$ cat config.mk
export PLATFORM = sky130hd
export DESIGN_NAME = ssp_ram
export DESIGN_NICKNAME = d
export VERILOG_FILES = /design/src/sv/ssp_ram.sv
export SDC_FILE = /design/constraint.sdc
export NUM_CORES = 1
export LEC_CHECK = 0
export BUFFER_PORTS_ARGS = -buffer_cell sky130_fd_sc_hd__buf_2
export CAP_MARGIN = 20
export CORE_MARGIN = 2
export CORE_UTILIZATION = 54
export DETAILED_ROUTE_END_ITERATION = 8
export GPL_TIMING_DRIVEN = 0
export PLACE_DENSITY_LB_ADDON = 0.05
export SYNTH_ARGS = -nofsm -noshare
export SYNTH_HDL_FRONTEND = slang
export SYNTH_SLANG_ARGS = --single-unit
$ cat constraint.sdc
create_clock -name clk -period 1.6 [get_ports clk]
set_input_delay 0.24 -clock clk [delete_from_list [all_inputs] [get_ports clk]]
set_output_delay 0.24 -clock clk [all_outputs]
set_load 0.02 [all_outputs]
$ cat src/sv/ssp_ram.sv
// Generic simple dual-port RAM with registered read.
`timescale 1ns / 1ps
module ssp_ram #(
  parameter int DATA_W = 8,
  parameter int ADDR_W = 4
) (
  input  logic              clk,
  input  logic              we,
  input  logic [ADDR_W-1:0] waddr,
  input  logic [DATA_W-1:0] wdata,
  input  logic [ADDR_W-1:0] raddr,
  output logic [DATA_W-1:0] rdata
);

  logic [DATA_W-1:0] mem [2**ADDR_W];

  always_ff @(posedge clk) begin
    if (we) begin
      mem[waddr] <= wdata;
    end
    rdata <= mem[raddr];
  end

endmodule

==> results of run 1 <==
==> metal layers <==
layer / GRT usage / vias up / routed length, um
li1: - / 1065 / -
met1: 0.2934 / 1223 / 4350
met2: 0.3229 / 73 / 4610
met3: 0.04210 / 9 / 457
met4: 0.07796 / 0 / 153
met5: 0 / - / 0
==> registers in the layout, indices dropped and copies added (netlist names) <==
signal  count
mem       128
rdata       8
==> metrics by stage <==
| step | std cells | power (W) | hold slack (ns) |
|---|---|---|---|
| 5_1_grt | 417 | 0.008631 | 0.1387 |
| 4_1_cts | 417 | 0.008446 | 0.1211 |
| 6_report | 417 | 0.008397 | 0.1343 |
| 3_5_place_dp | 385 | 0.004488 | 0.6529 |
| 3_3_place_gp | 382 | 0.004475 | 0.6403 |
| 2_1_floorplan | 229 | 0.004306 | 0.3389 |
==> worst max-delay path by stage <==
stage / start / endpoint
CTS: mem[1][2] / rdata[2]
detailed placement: waddr[2] / mem[1][2]
floorplan: waddr[2] / mem[3][0]
global placement: waddr[2] / mem[8][2]
finish: mem[1][2] / rdata[2]
global route: mem[1][2] / rdata[2]
==> layout make-up <==
class / instances / area (sq um) / area share
timing repair buffer: 27 / 142.6 / 0.02350
clock inverter: 13 / 192.7 / 0.03174
clock buffer: 19 / 421.7 / 0.06946
multi-input combinational: 83 / 1062 / 0.1750
tap: 129 / 161.4 / 0.02659
sequential: 136 / 4004 / 0.6595
buffer: 10 / 86.33 / 0.01422
==> report_power, final <==
group | total, W | switching (W) | leakage [nW] | internal [W]
combinational | 0.000406 | 0.000246 | 0.532 | 0.000160
sequential | 0.00400 | 0.0000174 | 1.22 | 0.00398
clock | 0.00399 | 0.00144 | 0.294 | 0.00255
total | 0.00840 | 0.00170 | 2.05 | 0.00670
==> layout by cell type, fill, tap and decap left out, drive strengths merged, types with 4 or more instances in the layout <==
cell type	instances
a22oi	16
buf	34
bufinv	4
clkbuf	19
dfxtp	8
edfxtp	128
inv	4
mux4	32
nand2	9
nor2	13
nor3	4
==> cells by family after synthesis <==
kind of cell	Yosys count
DFF	136
AOI/OAI and AO/OA	16
muxes	32
buffers and inverters	10
and+or+nand+nor	35
==> worst max-delay path: stages (launching register included) <==
cell      delay [ns]
edfxtp_1        0.35
mux4_1          0.55
a22oi_1         0.32
nand2_1         0.10
==> impl_results.rst, run 1 <==
.. list-table::
   :header-rows: 1

   * - Metric
     - Value
   * - Drt initial violations
     - 249
   * - Hold path endpoint
     - mem[6][4]
   * - HPWL reported at the end of detailed placement
     - 6167 um
   * - Post-cts hold buffer count
     - 0
   * - Power per cell area
     - 1383 mW/mm^2
   * - Area share of fa/ha/maj cells after synthesis
     - 0
   * - R2r endpoint
     - rdata[2]
   * - Number of gates given a new drive strength after cts
     - 0
   * - Die boundary height
     - 101.6 um
   * - Depth of the worst register-to-register path
     - 3
   * - Mux contribution to synthesized area
     - 0.1502
   * - Outcome
     - finished clean
   * - Post-synth ARST share
     - 0
   * - Sum of negative setup slack
     - 0 ns
   * - Post-Synthesis Cells
     - 229
   * - Filler Cells Inserted
     - 610
   * - Most repeated cell in the gate-level netlist after synthesis
     - edfxtp_1
   * - Time the final worst path needs with I/O delays and setup
     - 1.446 ns
   * - Std-Cell Core Area
     - 0.009240 sq mm
   * - Setup slack after layout
     - 0.1537 ns
   * - Total wire length
     - 9572 um
   * - Post-DR vias/cell
     - 5.683
   * - Horizontal die dimension
     - 101.6 um
   * - Number of antenna violations at the first check in global routing
     - 0
   * - Die Area
     - 0.01033 sq mm
   * - Post-route clock period utilization
     - 0.9039
   * - Register-to-register setup slack
     - 0.15 ns
   * - Achievable clock frequency
     - 0.6914 GHz
   * - CP Data Required Time
     - 1.98 ns
   * - Antenna-violating nets left
     - 0
   * - Final clock skew
     - 0.01133 ns
   * - CTS HTree Levels
     - 4
   * - Commonest cells post-synth
     - edfxtp_1 (128), mux4_2 (18), a22oi_1 (16)
   * - Maximum number of buffers from clock root to sink
     - 2
   * - Number of global-route vias before repair
     - 2,479
   * - Simple logic cell fraction of the synthesized area
     - 0.03184
   * - Number of sinks handled by clock tree synthesis
     - 136
   * - Synthesized cell area
     - 0.005147 sq mm
   * - Congestion Overflow GR
     - 0
   * - Worst flop-to-flop path startpoint
     - mem[1][2]
   * - Count of input and output buffers
     - 24
   * - Cell Rows
     - 35
   * - Boundary pin count
     - 26
   * - Average wire per cell in the routed design
     - 22.95 um
   * - CP max FO
     - 1
   * - Cell taking the most area after synthesis
     - edfxtp_1
   * - Fin. max-slew vios
     - 0
   * - Cell area after layout
     - 0.006071 sq mm
   * - Compound-Gate Fraction of Synth Area
     - 0.02333
   * - Total vias in the final route
     - 2,370
   * - Final GP Congestion
     - 0.8181
   * - Synth top area share
     - 0.7467
   * - Final antenna diode count
     - 0
   * - Nature of the critical path endpoint
     - flip-flop
   * - Drt first pass iters
     - 4
   * - Share of final-layout standard cells stronger than drive strength 1
     - 0.3021
   * - Max-Cap Viols
     - 0
   * - Post-CTS setup-driven buffer insertion count
     - 0
   * - Final setup violation count
     - 0
   * - Tightest slew margin relative to the limit
     - 0.4614
   * - Unrepaired setup endpoints after global routing
     - false
   * - Leakage
     - 2.050 nW
   * - Worst path arrival time
     - 1.82 ns
   * - Pin count of the biggest net entering global routing
     - 17
   * - VDD IR-drop max
     - 0.8154 mV
   * - TritonCTS clock tree
     - yes
   * - Clock input transition at the sequential cells of the worst setup and hold paths
     - 0.06 ns
   * - Number of distinct library cells after synthesis
     - 19
   * - GRT Util Overall
     - 0.2068
   * - Cell count of the worst hold path
     - 1
   * - Class of the most critical setup path
     - flip-flop to flip-flop
   * - Fin util
     - 0.6570
   * - Worst setup SP type
     - flip-flop
   * - Largest family of logic cells by synthesized area
     - multiplexers
   * - Post-Syn Nets
     - 247
   * - Global-route wire length before repair
     - 14,380 um
   * - Source of the worst hold timing path
     - wdata[4]
   * - Syn avg cell area
     - 22.48 sq um
   * - Slew @ Worst Pin
     - 0.8017 ns
   * - Effective utilization at floorplan
     - 0.5571
   * - Setup slack after placement
     - -0.3210 ns
   * - Most area-consuming cells after synthesis
     - edfxtp_1 (75%), mux4_2 (7.9%), mux4_1 (7.1%)
   * - Min-Delay Path Class
     - input pin to flip-flop
   * - Clock buffer count from CTS
     - 17
   * - Number of synthesized flops with an enable pin
     - 128
   * - Seq cells post-synth
     - 136
   * - Cell at the root of the clock tree
     - clkbuf_8
   * - Most frequently used flop master after synthesis
     - edfxtp_1
   * - Post-synthesis xor/xnor area fraction
     - 0
   * - Number of warnings issued by yosys
     - 0
   * - Signed area change from the synthesized netlist to the final layout
     - 17.94%
   * - Final Net Count
     - 293
   * - Remaining design rule violation count
     - 0
   * - Instance area at placement
     - 0.005456 sq mm
   * - Proportion of synthesized chip area in sequential cells
     - 0.7778
   * - Clock latency on the worst-skew pair
     - 0.50 ns
   * - Count of endpoints failing hold in the final timing report
     - 0
Note: power is estimated with default switching activity, not from simulation.
==> inputs of run 2 (changes only) <==
--- a/config.mk
+++ b/config.mk
@@ -11,7 +11,7 @@
 export CORE_UTILIZATION = 54
 export DETAILED_ROUTE_END_ITERATION = 8
 export GPL_TIMING_DRIVEN = 0
-export PLACE_DENSITY_LB_ADDON = 0.05
+export PLACE_DENSITY_LB_ADDON = 0.1
 export SYNTH_ARGS = -nofsm -noshare
 export SYNTH_HDL_FRONTEND = slang
 export SYNTH_SLANG_ARGS = --single-unit
==> impl_results.rst, run 2 (synthesis gave the netlist of run 1 again) <==
.. list-table::
   :header-rows: 1

   * - Metric
     - Value
   * - Count of input and output buffers
     - 24 (unchanged)
   * - Cell Rows
     - 35 (unchanged)
   * - Clock input transition at the sequential cells of the worst setup and hold paths
     - 0.06 ns (about the same)
   * - VDD IR-drop max
     - 0.7002 mV (was 0.8154 mV)
   * - Time the final worst path needs with I/O delays and setup
     - 1.418 ns (was 1.446 ns)
   * - Worst setup SP type
     - input pin (was flip-flop)
   * - Global-route wire length before repair
     - 14,210 um (was 14,380 um)
   * - Combinational share of power
     - 0.048 (about the same)
   * - Horizontal die dimension
     - 101.6 um (unchanged)
   * - Worst path arrival time
     - 1.55 ns (was 1.82 ns)
   * - Final GP Congestion
     - 0.6893 (was 0.8181)
   * - Register-to-register setup slack
     - 0.24 ns (was 0.15 ns)
   * - Post-route clock period utilization
     - 0.8861 (was 0.9039)
   * - Clock latency on the worst-skew pair
     - 0.50 ns (about the same)
   * - Sum of negative setup slack
     - 0 ns (unchanged)
   * - Outcome
     - finished clean (unchanged)
   * - Fin cells
     - 417 (unchanged)
   * - Final antenna diode count
     - 0 (unchanged)
   * - Pin count of the biggest net entering global routing
     - 17 (unchanged)
   * - Number of antenna violations at the first check in global routing
     - 0 (unchanged)
   * - Die boundary height
     - 101.6 um (unchanged)
   * - Final setup violation count
     - 0 (unchanged)
   * - Most common cell after layout, fill and taps aside
     - edfxtp_1 (unchanged)
   * - Worst flop-to-flop path startpoint
     - mem[4][0] (was mem[1][2])
   * - Power per cell area
     - 1390 mW/mm^2 (was 1383 mW/mm^2)
   * - Tightest slew margin relative to the limit
     - 0.4595 (was 0.4614)
   * - Boundary pin count
     - 26 (unchanged)
   * - Flip-flop count of the largest register after layout
     - 128 (unchanged)
   * - Instance count after placement with tap cells included
     - 384 (was 385)
   * - Sequential share of power
     - 0.474 (was 0.476)
   * - Drt initial violations
     - 210 (was 249)
   * - Fin util
     - 0.6578 (was 0.6570)
   * - Remaining design rule violation count
     - 0 (unchanged)
   * - Effective utilization at floorplan
     - 0.5571 (unchanged)
   * - Signed area change from the synthesized netlist to the final layout
     - 18.08% (was 17.94%)
   * - Class of the most critical setup path
     - input pin to flip-flop (was flip-flop to flip-flop)
   * - R2r endpoint
     - rdata[0] (was rdata[2])
   * - Share of final-layout standard cells stronger than drive strength 1
     - 0.2951 (was 0.3021)
   * - Total vias in the final route
     - 2,393 (was 2,370)
   * - Antenna-violating nets left
     - 0 (unchanged)
   * - Worst hold slack
     - 0.1407 ns (was 0.1343 ns)
   * - Most used cells in the layout excluding fill and tap cells
     - edfxtp_1 (128), buf_2 (28), mux4_2 (18) (was edfxtp_1 (128), buf_2 (27), mux4_2 (18))
   * - CP max FO
     - 8 (was 1)
   * - Post-cts hold buffer count
     - 0 (unchanged)
   * - Congestion Overflow GR
     - 0 (unchanged)
   * - Depth of the worst register-to-register path
     - 3 (unchanged)
   * - Source of the worst hold timing path
     - wdata[6] (was wdata[4])
   * - Count of endpoints failing hold in the final timing report
     - 0 (unchanged)
   * - Number of gates given a new drive strength after cts
     - 0 (unchanged)
   * - Max-Cap Viols
     - 0 (unchanged)
   * - Nature of the critical path endpoint
     - flip-flop (unchanged)
   * - Die Area
     - 0.01033 sq mm (unchanged)
   * - Total wire length
     - 9478 um (was 9572 um)
   * - Post-DR vias/cell
     - 5.739 (was 5.683)
   * - Slew @ Worst Pin
     - 0.8078 ns (was 0.8017 ns)
   * - Number of global-route vias before repair
     - 2,349 (was 2,479)
   * - Post-CTS setup-driven buffer insertion count
     - 0 (unchanged)
   * - Number of sinks handled by clock tree synthesis
     - 136 (unchanged)
   * - Fraction of power spent switching nets
     - 0.1924 (was 0.2025)
   * - Setup slack after placement
     - -0.3285 ns (was -0.3210 ns)
   * - Min-Delay Path Class
     - input pin to flip-flop (unchanged)
   * - Setup slack after layout
     - 0.1822 ns (was 0.1537 ns)
   * - Design internal power
     - 0.006823 W (was 0.006696 W)
   * - HPWL reported at the end of detailed placement
     - 5833 um (was 6167 um)
   * - Cell at the root of the clock tree
     - clkbuf_8 (unchanged)
   * - Average wire per cell in the routed design
     - 22.73 um (was 22.95 um)
   * - Switch Pwr
     - 0.001626 W (was 0.001701 W)
   * - Drt first pass iters
     - 6 (was 4)
   * - Std-Cell Core Area
     - 0.009240 sq mm (unchanged)
   * - Hold path endpoint
     - mem[7][6] (was mem[6][4])
   * - GRT Util Overall
     - 0.2065 (was 0.2068)
   * - Cell count of the worst hold path
     - 1 (unchanged)
   * - Clock Power Share
     - 0.479 (was 0.475)
   * - Achievable clock frequency
     - 0.7053 GHz (was 0.6914 GHz)
   * - Final clock skew
     - 0.005095 ns (was 0.01133 ns)
   * - Top flop regs
     - mem x128, rdata x8 (unchanged)
   * - Fin. max-slew vios
     - 0 (unchanged)
   * - Maximum number of buffers from clock root to sink
     - 2 (unchanged)
   * - CTS HTree Levels
     - 4 (unchanged)
   * - TritonCTS clock tree
     - yes (unchanged)
   * - Register with the most flip-flops
     - mem (unchanged)
   * - CP Data Required Time
     - 1.73 ns (was 1.98 ns)
   * - Clock buffer count from CTS
     - 17 (unchanged)
   * - Leakage
     - 2.060 nW (was 2.050 nW)
   * - Unrepaired setup endpoints after global routing
     - false (unchanged)
   * - Final Net Count
     - 293 (unchanged)
[run 2: power by group through the flow]
stage	Sequential, W	Clock [W]	Combinational [W]
final	0.00400	0.00404	0.000404
after global routing	0.00401	0.00430	0.000440
after floorplan	0.00410	0	0.000202
after CTS	0.00400	0.00411	0.000409
after detailed placement	0.00407	0	0.000405
after global placement	0.00407	0	0.000397
[run 2: final cells by class]
class / count / area [sq um]
Tap cell: 129 / 161.4
Buffer: 10 / 86.33
Clock inverter: 13 / 202.7
Sequential cell: 136 / 4004
Timing Repair Buffer: 27 / 140.1
Fill cell: 612 / 3162
Multi-Input combinational cell: 83 / 1062
Clock buffer: 19 / 421.7
[run 2: worst max-delay path: stages]
cell and delay, ns:
buf_2 0.11, or3b_2 0.54, nor2_1 0.65
[run 2: per-stage QoR]
step,cell area (sq um),power (W)
floorplan,5152,0.004306
global placement,5434,0.004467
detailed placement,5446,0.004480
CTS,6071,0.008516
global route,6078,0.008748
finish,6078,0.008449
[run 2: metal layers]
metal  part of all wire  wire, um  vias up  GRT usage
met4             0.0089        84        0    0.06237
met3              0.064       608        6    0.05797
li1                   -         -     1066          -
met2               0.49      4655       94     0.3072
met5                  0         0        -          0
met1               0.44      4129     1227     0.3039
[run 2: worst max path at each step]
stage                endpoint  cells past startpoint  slack, ns        from
floorplan           mem[3][0]                      2       0.09    waddr[2]
global placement    mem[8][3]                      3      -0.43    waddr[2]
detailed placement  mem[3][0]                      3      -0.33    waddr[2]
CTS                 mem[4][6]                      3       0.20    waddr[3]
global route         rdata[7]                      3       0.15  mem[12][7]
finish              mem[3][5]                      3       0.18    waddr[2]
