File: config.mk
export PLATFORM = sky130hd
export DESIGN_NAME = ssp_engine
export DESIGN_NICKNAME = d
export VERILOG_FILES = /design/src/sv/ssp_pkg.sv /design/src/sv/ssp_engine.sv
export SDC_FILE = /design/constraint.sdc
export NUM_CORES = 1
export LEC_CHECK = 0
export BUFFER_PORTS_ARGS = -buffer_cell sky130_fd_sc_hd__buf_2
export CAP_MARGIN = 20
export CORE_ASPECT_RATIO = 1.75
export CORE_MARGIN = 2
export CORE_UTILIZATION = 50
export CTS_BUF_LIST = sky130_fd_sc_hd__clkbuf_8
export CTS_CLUSTER_SIZE = 28
export DETAILED_ROUTE_END_ITERATION = 8
export GPL_TIMING_DRIVEN = 0
export PLACE_DENSITY = 0.79
export SYNTH_ARGS = -nofsm -noshare
export SYNTH_HDL_FRONTEND = slang
export SYNTH_SLANG_ARGS = --single-unit
File: constraint.sdc
create_clock -name clk -period 8.7 [get_ports clk]
set_clock_uncertainty 0.15 [all_clocks]
set_input_delay 0.435 -clock clk [delete_from_list [all_inputs] [get_ports clk]]
set_output_delay 0.435 -clock clk [all_outputs]
set_load 0.005 [all_outputs]
File: src/sv/ssp_pkg.sv
// Shared types and status codes for the sparse-set component pool bank.
`timescale 1ns / 1ps
package ssp_pkg;

  localparam int STATUS_W = 3;
  localparam int SLOT_W   = 10;
  localparam int COUNT_W  = 11;

  typedef logic [STATUS_W-1:0] status_t;
  typedef logic [SLOT_W-1:0]   slot_t;
  typedef logic [COUNT_W-1:0]  count_t;

  localparam status_t ST_ADDED   = 3'd0;
  localparam status_t ST_PRESENT = 3'd1;
  localparam status_t ST_REMOVED = 3'd2;
  localparam status_t ST_ABSENT  = 3'd3;
  localparam status_t ST_FULL    = 3'd4;

  typedef struct packed {
    status_t status;
    slot_t   slot;
    logic    moved;
    slot_t   moved_from;
    count_t  pool_count;
  } res_t;

endpackage

File: src/sv/ssp_engine.sv
// Request sequencer: clear pass, sparse/dense lookup, add and swap-remove write-back.
`timescale 1ns / 1ps
module ssp_engine #(
  parameter int NUM_POOLS  = 8,
  parameter int POOL_DEPTH = 1024,
  parameter int INDEX_BITS = 10,
  parameter int GEN_BITS   = 6
) (
  input  logic clk,
  input  logic rst,
  input  logic in_valid,
  output logic in_ready,
  input  logic in_mode,
  input  logic [2:0] in_pool,
  input  logic [15:0] in_handle,
  output logic res_valid,
  input  logic res_ready,
  output ssp_pkg::res_t res,
  output logic sp_we,
  output logic [((NUM_POOLS > 1) ? $clog2(NUM_POOLS) : 1) + INDEX_BITS - 1:0] sp_waddr,
  output logic [$clog2(POOL_DEPTH + 1)-1:0] sp_wdata,
  output logic [((NUM_POOLS > 1) ? $clog2(NUM_POOLS) : 1) + INDEX_BITS - 1:0] sp_raddr,
  input  logic [$clog2(POOL_DEPTH + 1)-1:0] sp_rdata,
  output logic dn_we,
  output logic [((NUM_POOLS > 1) ? $clog2(NUM_POOLS) : 1) + $clog2(POOL_DEPTH) - 1:0] dn_waddr,
  output logic [((INDEX_BITS + GEN_BITS < 16) ? INDEX_BITS + GEN_BITS : 16)-1:0] dn_wdata,
  output logic [((NUM_POOLS > 1) ? $clog2(NUM_POOLS) : 1) + $clog2(POOL_DEPTH) - 1:0] dn_raddr,
  input  logic [((INDEX_BITS + GEN_BITS < 16) ? INDEX_BITS + GEN_BITS : 16)-1:0] dn_rdata
);

  localparam int POOL_BITS = (NUM_POOLS > 1) ? $clog2(NUM_POOLS) : 1;
  localparam int CNT_BITS  = $clog2(POOL_DEPTH + 1);
  localparam int SLOT_BITS = $clog2(POOL_DEPTH);
  localparam int H_BITS    = (INDEX_BITS + GEN_BITS < 16) ? INDEX_BITS + GEN_BITS : 16;
  localparam int IDX_TAKE  = (INDEX_BITS < H_BITS) ? INDEX_BITS : H_BITS;
  localparam int SP_AW     = POOL_BITS + INDEX_BITS;
  localparam logic [SP_AW-1:0] CLR_LAST = SP_AW'(NUM_POOLS * (2 ** INDEX_BITS) - 1);
  localparam logic [CNT_BITS-1:0] DEPTH_C = CNT_BITS'(POOL_DEPTH);
  localparam logic [CNT_BITS-1:0] INVALID = '1;

  typedef enum logic [2:0] {
    S_INIT, S_IDLE, S_SPARSE, S_DENSE, S_MOVE, S_CLR, S_EMIT
  } state_t;

  state_t st;
  logic [SP_AW-1:0] clr;
  logic [CNT_BITS-1:0] fill [NUM_POOLS];
  logic mode_r;
  logic [POOL_BITS-1:0] pool_r;
  logic [H_BITS-1:0] hnd_r;
  logic [INDEX_BITS-1:0] idx_r;
  logic [CNT_BITS-1:0] cnt_r;
  logic [CNT_BITS-1:0] ind_r;

  logic accept;
  logic in_ok;
  logic [POOL_BITS-1:0] in_pool_p;
  logic [H_BITS-1:0] in_hnd;
  logic [INDEX_BITS-1:0] in_idx;
  logic [INDEX_BITS-1:0] mv_idx;
  logic [CNT_BITS-1:0] last;
  logic member;
  logic full;
  logic do_move;

  assign in_hnd    = in_handle[H_BITS-1:0];
  assign in_idx    = INDEX_BITS'(in_hnd[IDX_TAKE-1:0]);
  assign mv_idx    = INDEX_BITS'(dn_rdata[IDX_TAKE-1:0]);
  assign in_pool_p = POOL_BITS'(in_pool);
  assign in_ok     = 32'(in_pool) < 32'(NUM_POOLS);
  assign in_ready  = (st == S_IDLE) || ((st == S_EMIT) && res_ready);
  assign accept    = in_valid && in_ready;
  assign res_valid = (st == S_EMIT);
  assign last      = cnt_r - CNT_BITS'(1);
  assign member    = (ind_r < cnt_r) && (dn_rdata == hnd_r);
  assign full      = (cnt_r >= DEPTH_C);
  assign do_move   = (last > ind_r);

  always_comb begin
    sp_raddr = {in_pool_p, in_idx};
    dn_raddr = (st == S_DENSE) ? {pool_r, last[SLOT_BITS-1:0]}
                               : {pool_r, sp_rdata[SLOT_BITS-1:0]};
    sp_we    = 1'b0;
    sp_waddr = {pool_r, idx_r};
    sp_wdata = INVALID;
    dn_we    = 1'b0;
    dn_waddr = {pool_r, cnt_r[SLOT_BITS-1:0]};
    dn_wdata = hnd_r;
    case (st)
      S_INIT: begin
        sp_we    = 1'b1;
        sp_waddr = clr;
      end
      S_DENSE: begin
        if (!mode_r) begin
          if (!member && !full) begin
            sp_we    = 1'b1;
            sp_wdata = cnt_r;
            dn_we    = 1'b1;
          end
        end else if (member && !do_move) begin
          sp_we = 1'b1;
        end
      end
      S_MOVE: begin
        sp_we    = 1'b1;
        sp_waddr = {pool_r, mv_idx};
        sp_wdata = ind_r;
        dn_we    = 1'b1;
        dn_waddr = {pool_r, ind_r[SLOT_BITS-1:0]};
        dn_wdata = dn_rdata;
      end
      S_CLR: begin
        sp_we = 1'b1;
      end
      default: begin
      end
    endcase
  end

  always_ff @(posedge clk) begin
    if (rst) begin
      st  <= S_INIT;
      clr <= '0;
      for (int i = 0; i < NUM_POOLS; i++) begin
        fill[i] <= '0;
      end
    end else begin
      case (st)
        S_INIT: begin
          clr <= clr + SP_AW'(1);
          if (clr == CLR_LAST) begin
            st <= S_IDLE;
          end
        end
        S_IDLE, S_EMIT: begin
          if (accept) begin
            mode_r <= in_mode;
            pool_r <= in_pool_p;
            hnd_r  <= in_hnd;
            idx_r  <= in_idx;
            if (!in_ok) begin
              res.status     <= in_mode ? ssp_pkg::ST_ABSENT : ssp_pkg::ST_FULL;
              res.slot       <= '0;
              res.moved      <= 1'b0;
              res.moved_from <= '0;
              res.pool_count <= '0;
              st             <= S_EMIT;
            end else begin
              cnt_r <= fill[in_pool_p];
              st    <= S_SPARSE;
            end
          end else if (st == S_EMIT && res_ready) begin
            st <= S_IDLE;
          end
        end
        S_SPARSE: begin
          ind_r <= sp_rdata;
          st    <= S_DENSE;
        end
        S_DENSE: begin
          res.moved      <= 1'b0;
          res.moved_from <= '0;
          st             <= S_EMIT;
          if (!mode_r) begin
            if (member) begin
              res.status     <= ssp_pkg::ST_PRESENT;
              res.slot       <= ssp_pkg::slot_t'(ind_r);
              res.pool_count <= ssp_pkg::count_t'(cnt_r);
            end else if (full) begin
              res.status     <= ssp_pkg::ST_FULL;
              res.slot       <= '0;
              res.pool_count <= ssp_pkg::count_t'(cnt_r);
            end else begin
              fill[pool_r]   <= cnt_r + CNT_BITS'(1);
              res.status     <= ssp_pkg::ST_ADDED;
              res.slot       <= ssp_pkg::slot_t'(cnt_r);
              res.pool_count <= ssp_pkg::count_t'(cnt_r + CNT_BITS'(1));
            end
          end else if (!member) begin
            res.status     <= ssp_pkg::ST_ABSENT;
            res.slot       <= '0;
            res.pool_count <= ssp_pkg::count_t'(cnt_r);
          end else if (do_move) begin
            st <= S_MOVE;
          end else begin
            fill[pool_r]   <= last;
            res.status     <= ssp_pkg::ST_REMOVED;
            res.slot       <= ssp_pkg::slot_t'(ind_r);
            res.pool_count <= ssp_pkg::count_t'(last);
          end
        end
        S_MOVE: begin
          st <= S_CLR;
        end
        S_CLR: begin
          fill[pool_r]   <= last;
          res.status     <= ssp_pkg::ST_REMOVED;
          res.slot       <= ssp_pkg::slot_t'(ind_r);
          res.moved      <= 1'b1;
          res.moved_from <= ssp_pkg::slot_t'(last);
          res.pool_count <= ssp_pkg::count_t'(last);
          st             <= S_EMIT;
        end
        default: begin
          st <= S_IDLE;
        end
      endcase
    end
  end

  a_cnt_bound: assert property (@(posedge clk) disable iff (rst)
    st == S_DENSE |-> cnt_r <= DEPTH_C)
    else $error("pool count above depth");

  a_move_seq: assert property (@(posedge clk) disable iff (rst)
    st == S_MOVE |=> st == S_CLR && sp_we && sp_wdata == INVALID)
    else $error("swap-remove did not invalidate the removed index");

  a_add_emit: assert property (@(posedge clk) disable iff (rst)
    st == S_DENSE && dn_we |=> st == S_EMIT && res.status == ssp_pkg::ST_ADDED)
    else $error("dense write without an add result");

  a_moved_kind: assert property (@(posedge clk) disable iff (rst)
    res_valid && res.moved |-> res.status == ssp_pkg::ST_REMOVED)
    else $error("move reported outside a remove");

endmodule

==> reports/results.txt <==
The number of iterations in the first detailed-routing pass came out at 7. The synthesized flop and latch total is 181. The worst hold path begins at in_handle[8]. Counting along the longest clock path gives a buffer depth of 2. Worst path arrival time: 6.45 ns.

Measured on the finished design, the core utilization comes to 60.4%. The kind of end point of the critical path was a flop. The instance count along the most critical hold path came out at 1. The flow ran to the end, and the final reports show no timing, DRC or antenna violations. In the routed layout, each cell is associated on average with a via count of 6.01. The final number of hold-violating endpoints is 0. Static timing analysis puts the maximum clock frequency at 156 MHz. Compared with the post-synthesis result, the final layout area differs by 18.6%.

In this run the static leakage power is 4.61 nW. The worst setup path is launched from a flop. The ratio of total power to cell area was 138 mW/mm²; the worst hold slack after final layout was 0.0518 ns. The tree is rooted in a sky130_fd_sc_hd__clkbuf_8. Clock tree synthesis inserted a total of 17 buffers. The critical path start-end classification was reg2reg. The relative slew slack was 25.1%. The net count of the finished layout is 1193. In this run the worst setup path begins at cnt_r[0].

After clock tree synthesis, the clock-pin slew on the worst setup and hold paths is 0.10 ns. The highest net fanout along the worst path is 10. For this run, the register share of the synthesized area comes to 52.7%.

For the pin with the worst max-slew slack, the measured transition is 1.11 ns. After floorplanning, the core was divided into 68 placement rows. The cell type group with the largest total delay on the critical path is simple AND/OR/NAND/NOR gates. Overall die area: 0.0212 mm². The total overflow left after global routing is 0.

The tool flagged a number of max-cap violations equal to 0. The tools report the number of max-slew violations in the final report as 0. The number of different library cells used by synthesis comes to 58. TritonCTS built the clock tree.

The cell area after layout is 0.0119 mm², and the overall routing resource usage is 28.1%. Setup repair after global routing left no endpoint under its margin. Type of the worst min-delay path: in2reg.

The cell count along the critical path came out at 13. The tools report the last weighted congestion value of the routability-driven placer as 1.03. For this design, the slowest cell found on the critical path is sky130_fd_sc_hd__a2111oi_0.

The peak supply drop came out at 88.6 µV. The run gives 613 as the violation count after the first detailed-routing iteration. The die is 111 µm wide. The chip height was 191 µm. Counting every net in the synthesized netlist gives 974. The number of antenna violations at the first check in global routing came out at 0. Detailed placement finished with a half-perimeter wire length of 22700 µm.

The async set-or-reset flop fraction in the synthesized netlist works out to 0%. The logs give 0.0112 mm² for the area after detailed placement and 169 for the top-level port count. The routed design has 29800 µm of wire. Source-to-sink clock delay at the later pin of the worst-skew pair: 0.47 ns. The floorplan step defined a core boundary enclosing 0.0197 mm². The post-route antenna net violation count was 0; the remaining design rule violation count was 0. The tree built by TritonCTS fans out to 181 sinks.

The sum of negative setup slack is 0 ns, and the worst endpoint required time is 8.75 ns. Traced cell by cell, the critical path runs through inv_1 > ha_1 > nand4_1 > nor4_1 > nand3_1 > xnor2_1 > ha_1 > a21oi_1 > or4b_1 > a2111oi_0 > mux2i_1 > a21oi_1 > nor3_1. The initial utilization of the core area, before any placement, comes to 50.9%. The first global-routing pass estimated 45100 µm of wire. Averaged over all synthesized cells, the footprint is 11.2 µm².

The number of global-route vias before repair was 8216; the cell area after synthesis was 0.0100 mm². For the finished layout, the period the worst path requires is 6.40 ns. The synthesized design contains 165 enable-type register cells. Main flop type after synthesis: sky130_fd_sc_hd__edfxtp_1.

Count of vias placed by the detailed router: 8235. The tools report the yosys synthesis warning count as 0. The total setup violations reported at the end of the flow is 0. In the synthesized netlist, the number of instances is 894. The period utilization came out at 73.6%. The worst register-to-register path begins at cnt_r[0]. The post-route netlist has 26.9% of its cells at a drive strength greater than 1. The average routed wire per standard cell is 21.7 µm, and the count of input and output buffers is 168. The largest net degree at the start of global routing is 32, and the number of diodes is 0.

The cell depth of the worst flop-to-flop path is 13, and the number of H-tree branching levels is 4. The number of buffers and inverters on the critical path is 1, and the total of cells resized after clock tree synthesis is 0. The delay contributed by the slowest stage of the critical path came out at 0.90 ns.

The number of setup buffers added after CTS is 0.
[report_power, final]
part | switching (mW) | internal [mW]
combinational | 0.0460 | 0.0475
sequential | 0.00573 | 0.958
clock | 0.341 | 0.239
[cell type report]
| class | instances | area [µm²] |
|---|---|---|
| Clock inverter | 15 | 161 |
| Multi-Input combinational cell | 599 | 4190 |
| Inverter | 42 | 158 |
| Tap cell | 245 | 307 |
| Buffer | 72 | 388 |
| Clock buffer | 17 | 234 |
| Timing Repair Buffer | 200 | 1150 |
| Sequential cell | 181 | 5280 |
| Fill cell | 1597 | 7790 |
[per-stage QoR]
stage          total power [mW]  cells  setup slack, ns
6_report                   1.64   1371             2.30
5_1_grt                    1.68   1371             2.18
4_1_cts                    1.64   1369             2.53
3_5_place_dp               1.07   1310             2.55
3_3_place_gp               1.06   1307             2.63
2_1_floorplan              1.03    894             4.21
[cell families after synthesis]
logic type | share of synthesized area [%]
AND/OR/NAND/NOR | 15.6
flip-flops | 52.7
AO/OA/AOI/OAI | 8.93
adder cells (fa/ha/maj) | 3.63
XOR/XNOR | 3.33
multiplexers | 10.4
buffers and inverters | 5.45
[path summary, 6_finish.rpt]
check	endpoint	slack (ns)
max	fill[4][5]	2.30
min	hnd_r[8]	0.05
max reg2reg	fill[4][5]	2.30
min reg2reg	clr[11]	0.37
[state kept, by name, summed over array words and instances (netlist names)]
register  count
hnd_r        16
res          35
ind_r        11
cnt_r        11
mode_r        1
st            3
fill         88
pool_r        3
clr          13
[timing repair]
action	in CTS	in global routing
setup endpoints to repair	0	0
hold buffers	27	0
endpoints found under the hold margin	27	0
[synthesized netlist by cell type (6+ instances only)]
cell | n | area [µm²]
sky130_fd_sc_hd__nor2_1 | 76 | 285
sky130_fd_sc_hd__nand2_1 | 75 | 282
sky130_fd_sc_hd__clkbuf_1 | 36 | 135
sky130_fd_sc_hd__mux2_2 | 32 | 360
sky130_fd_sc_hd__dfxtp_1 | 16 | 320
sky130_fd_sc_hd__buf_6 | 6 | 67.6
sky130_fd_sc_hd__xnor2_1 | 20 | 175
sky130_fd_sc_hd__and3_1 | 14 | 87.6
sky130_fd_sc_hd__ha_1 | 29 | 363
sky130_fd_sc_hd__inv_1 | 38 | 143
sky130_fd_sc_hd__o21ai_0 | 64 | 320
sky130_fd_sc_hd__mux4_2 | 22 | 495
sky130_fd_sc_hd__nand4_1 | 11 | 68.8
sky130_fd_sc_hd__buf_1 | 8 | 30.0
sky130_fd_sc_hd__xor2_1 | 18 | 158
sky130_fd_sc_hd__buf_4 | 18 | 135
sky130_fd_sc_hd__nor3_1 | 67 | 335
sky130_fd_sc_hd__mux2i_1 | 18 | 180
sky130_fd_sc_hd__a21oi_1 | 30 | 150
sky130_fd_sc_hd__a31oi_1 | 7 | 43.8
sky130_fd_sc_hd__nand3_1 | 33 | 165
sky130_fd_sc_hd__nor4_1 | 8 | 50.1
sky130_fd_sc_hd__edfxtp_1 | 165 | 4950
[routing by layer]
layer  vias to the layer above  track usage, %  share of wire, %
li1                       3768               -                 -
met1                      3899            28.8                34
met2                       453            50.9                53
met3                       115            5.26               6.1
met4                         0            20.7               7.1
met5                         -               0                 0
[cells in the final DEF (no fill, tap or decap), types with 3 or more instances in the layout]
master / n
sky130_fd_sc_hd__dfxtp_1: 16
sky130_fd_sc_hd__a21oi_1: 30
sky130_fd_sc_hd__nor4_1: 7
sky130_fd_sc_hd__o21ai_0: 64
sky130_fd_sc_hd__and3_1: 13
sky130_fd_sc_hd__edfxtp_1: 165
sky130_fd_sc_hd__inv_6: 5
sky130_fd_sc_hd__o211ai_1: 3
sky130_fd_sc_hd__and4_1: 4
sky130_fd_sc_hd__xor2_1: 18
sky130_fd_sc_hd__clkbuf_1: 36
sky130_fd_sc_hd__nand3_1: 33
sky130_fd_sc_hd__a222oi_1: 4
sky130_fd_sc_hd__nand2_1: 75
sky130_fd_sc_hd__nor3_1: 67
sky130_fd_sc_hd__and2_1: 4
sky130_fd_sc_hd__o22ai_1: 5
sky130_fd_sc_hd__dlygate4sd3_1: 27
sky130_fd_sc_hd__a31oi_1: 7
sky130_fd_sc_hd__buf_1: 8
sky130_fd_sc_hd__inv_8: 3
sky130_fd_sc_hd__buf_2: 173
sky130_fd_sc_hd__mux2i_1: 18
sky130_fd_sc_hd__inv_1: 39
sky130_fd_sc_hd__a32oi_1: 3
sky130_fd_sc_hd__buf_4: 20
sky130_fd_sc_hd__xnor2_1: 20
sky130_fd_sc_hd__a221oi_1: 5
sky130_fd_sc_hd__or3_1: 5
sky130_fd_sc_hd__buf_6: 6
sky130_fd_sc_hd__clkinv_1: 5
sky130_fd_sc_hd__nor2_1: 76
sky130_fd_sc_hd__clkbuf_8: 17
sky130_fd_sc_hd__a31o_2: 3
sky130_fd_sc_hd__nand4_1: 11
sky130_fd_sc_hd__ha_1: 29
sky130_fd_sc_hd__mux4_2: 22
sky130_fd_sc_hd__mux2_2: 32
sky130_fd_sc_hd__nand4b_2: 4
sky130_fd_sc_hd__a211oi_1: 4
Power figures use the tool's default switching activity.
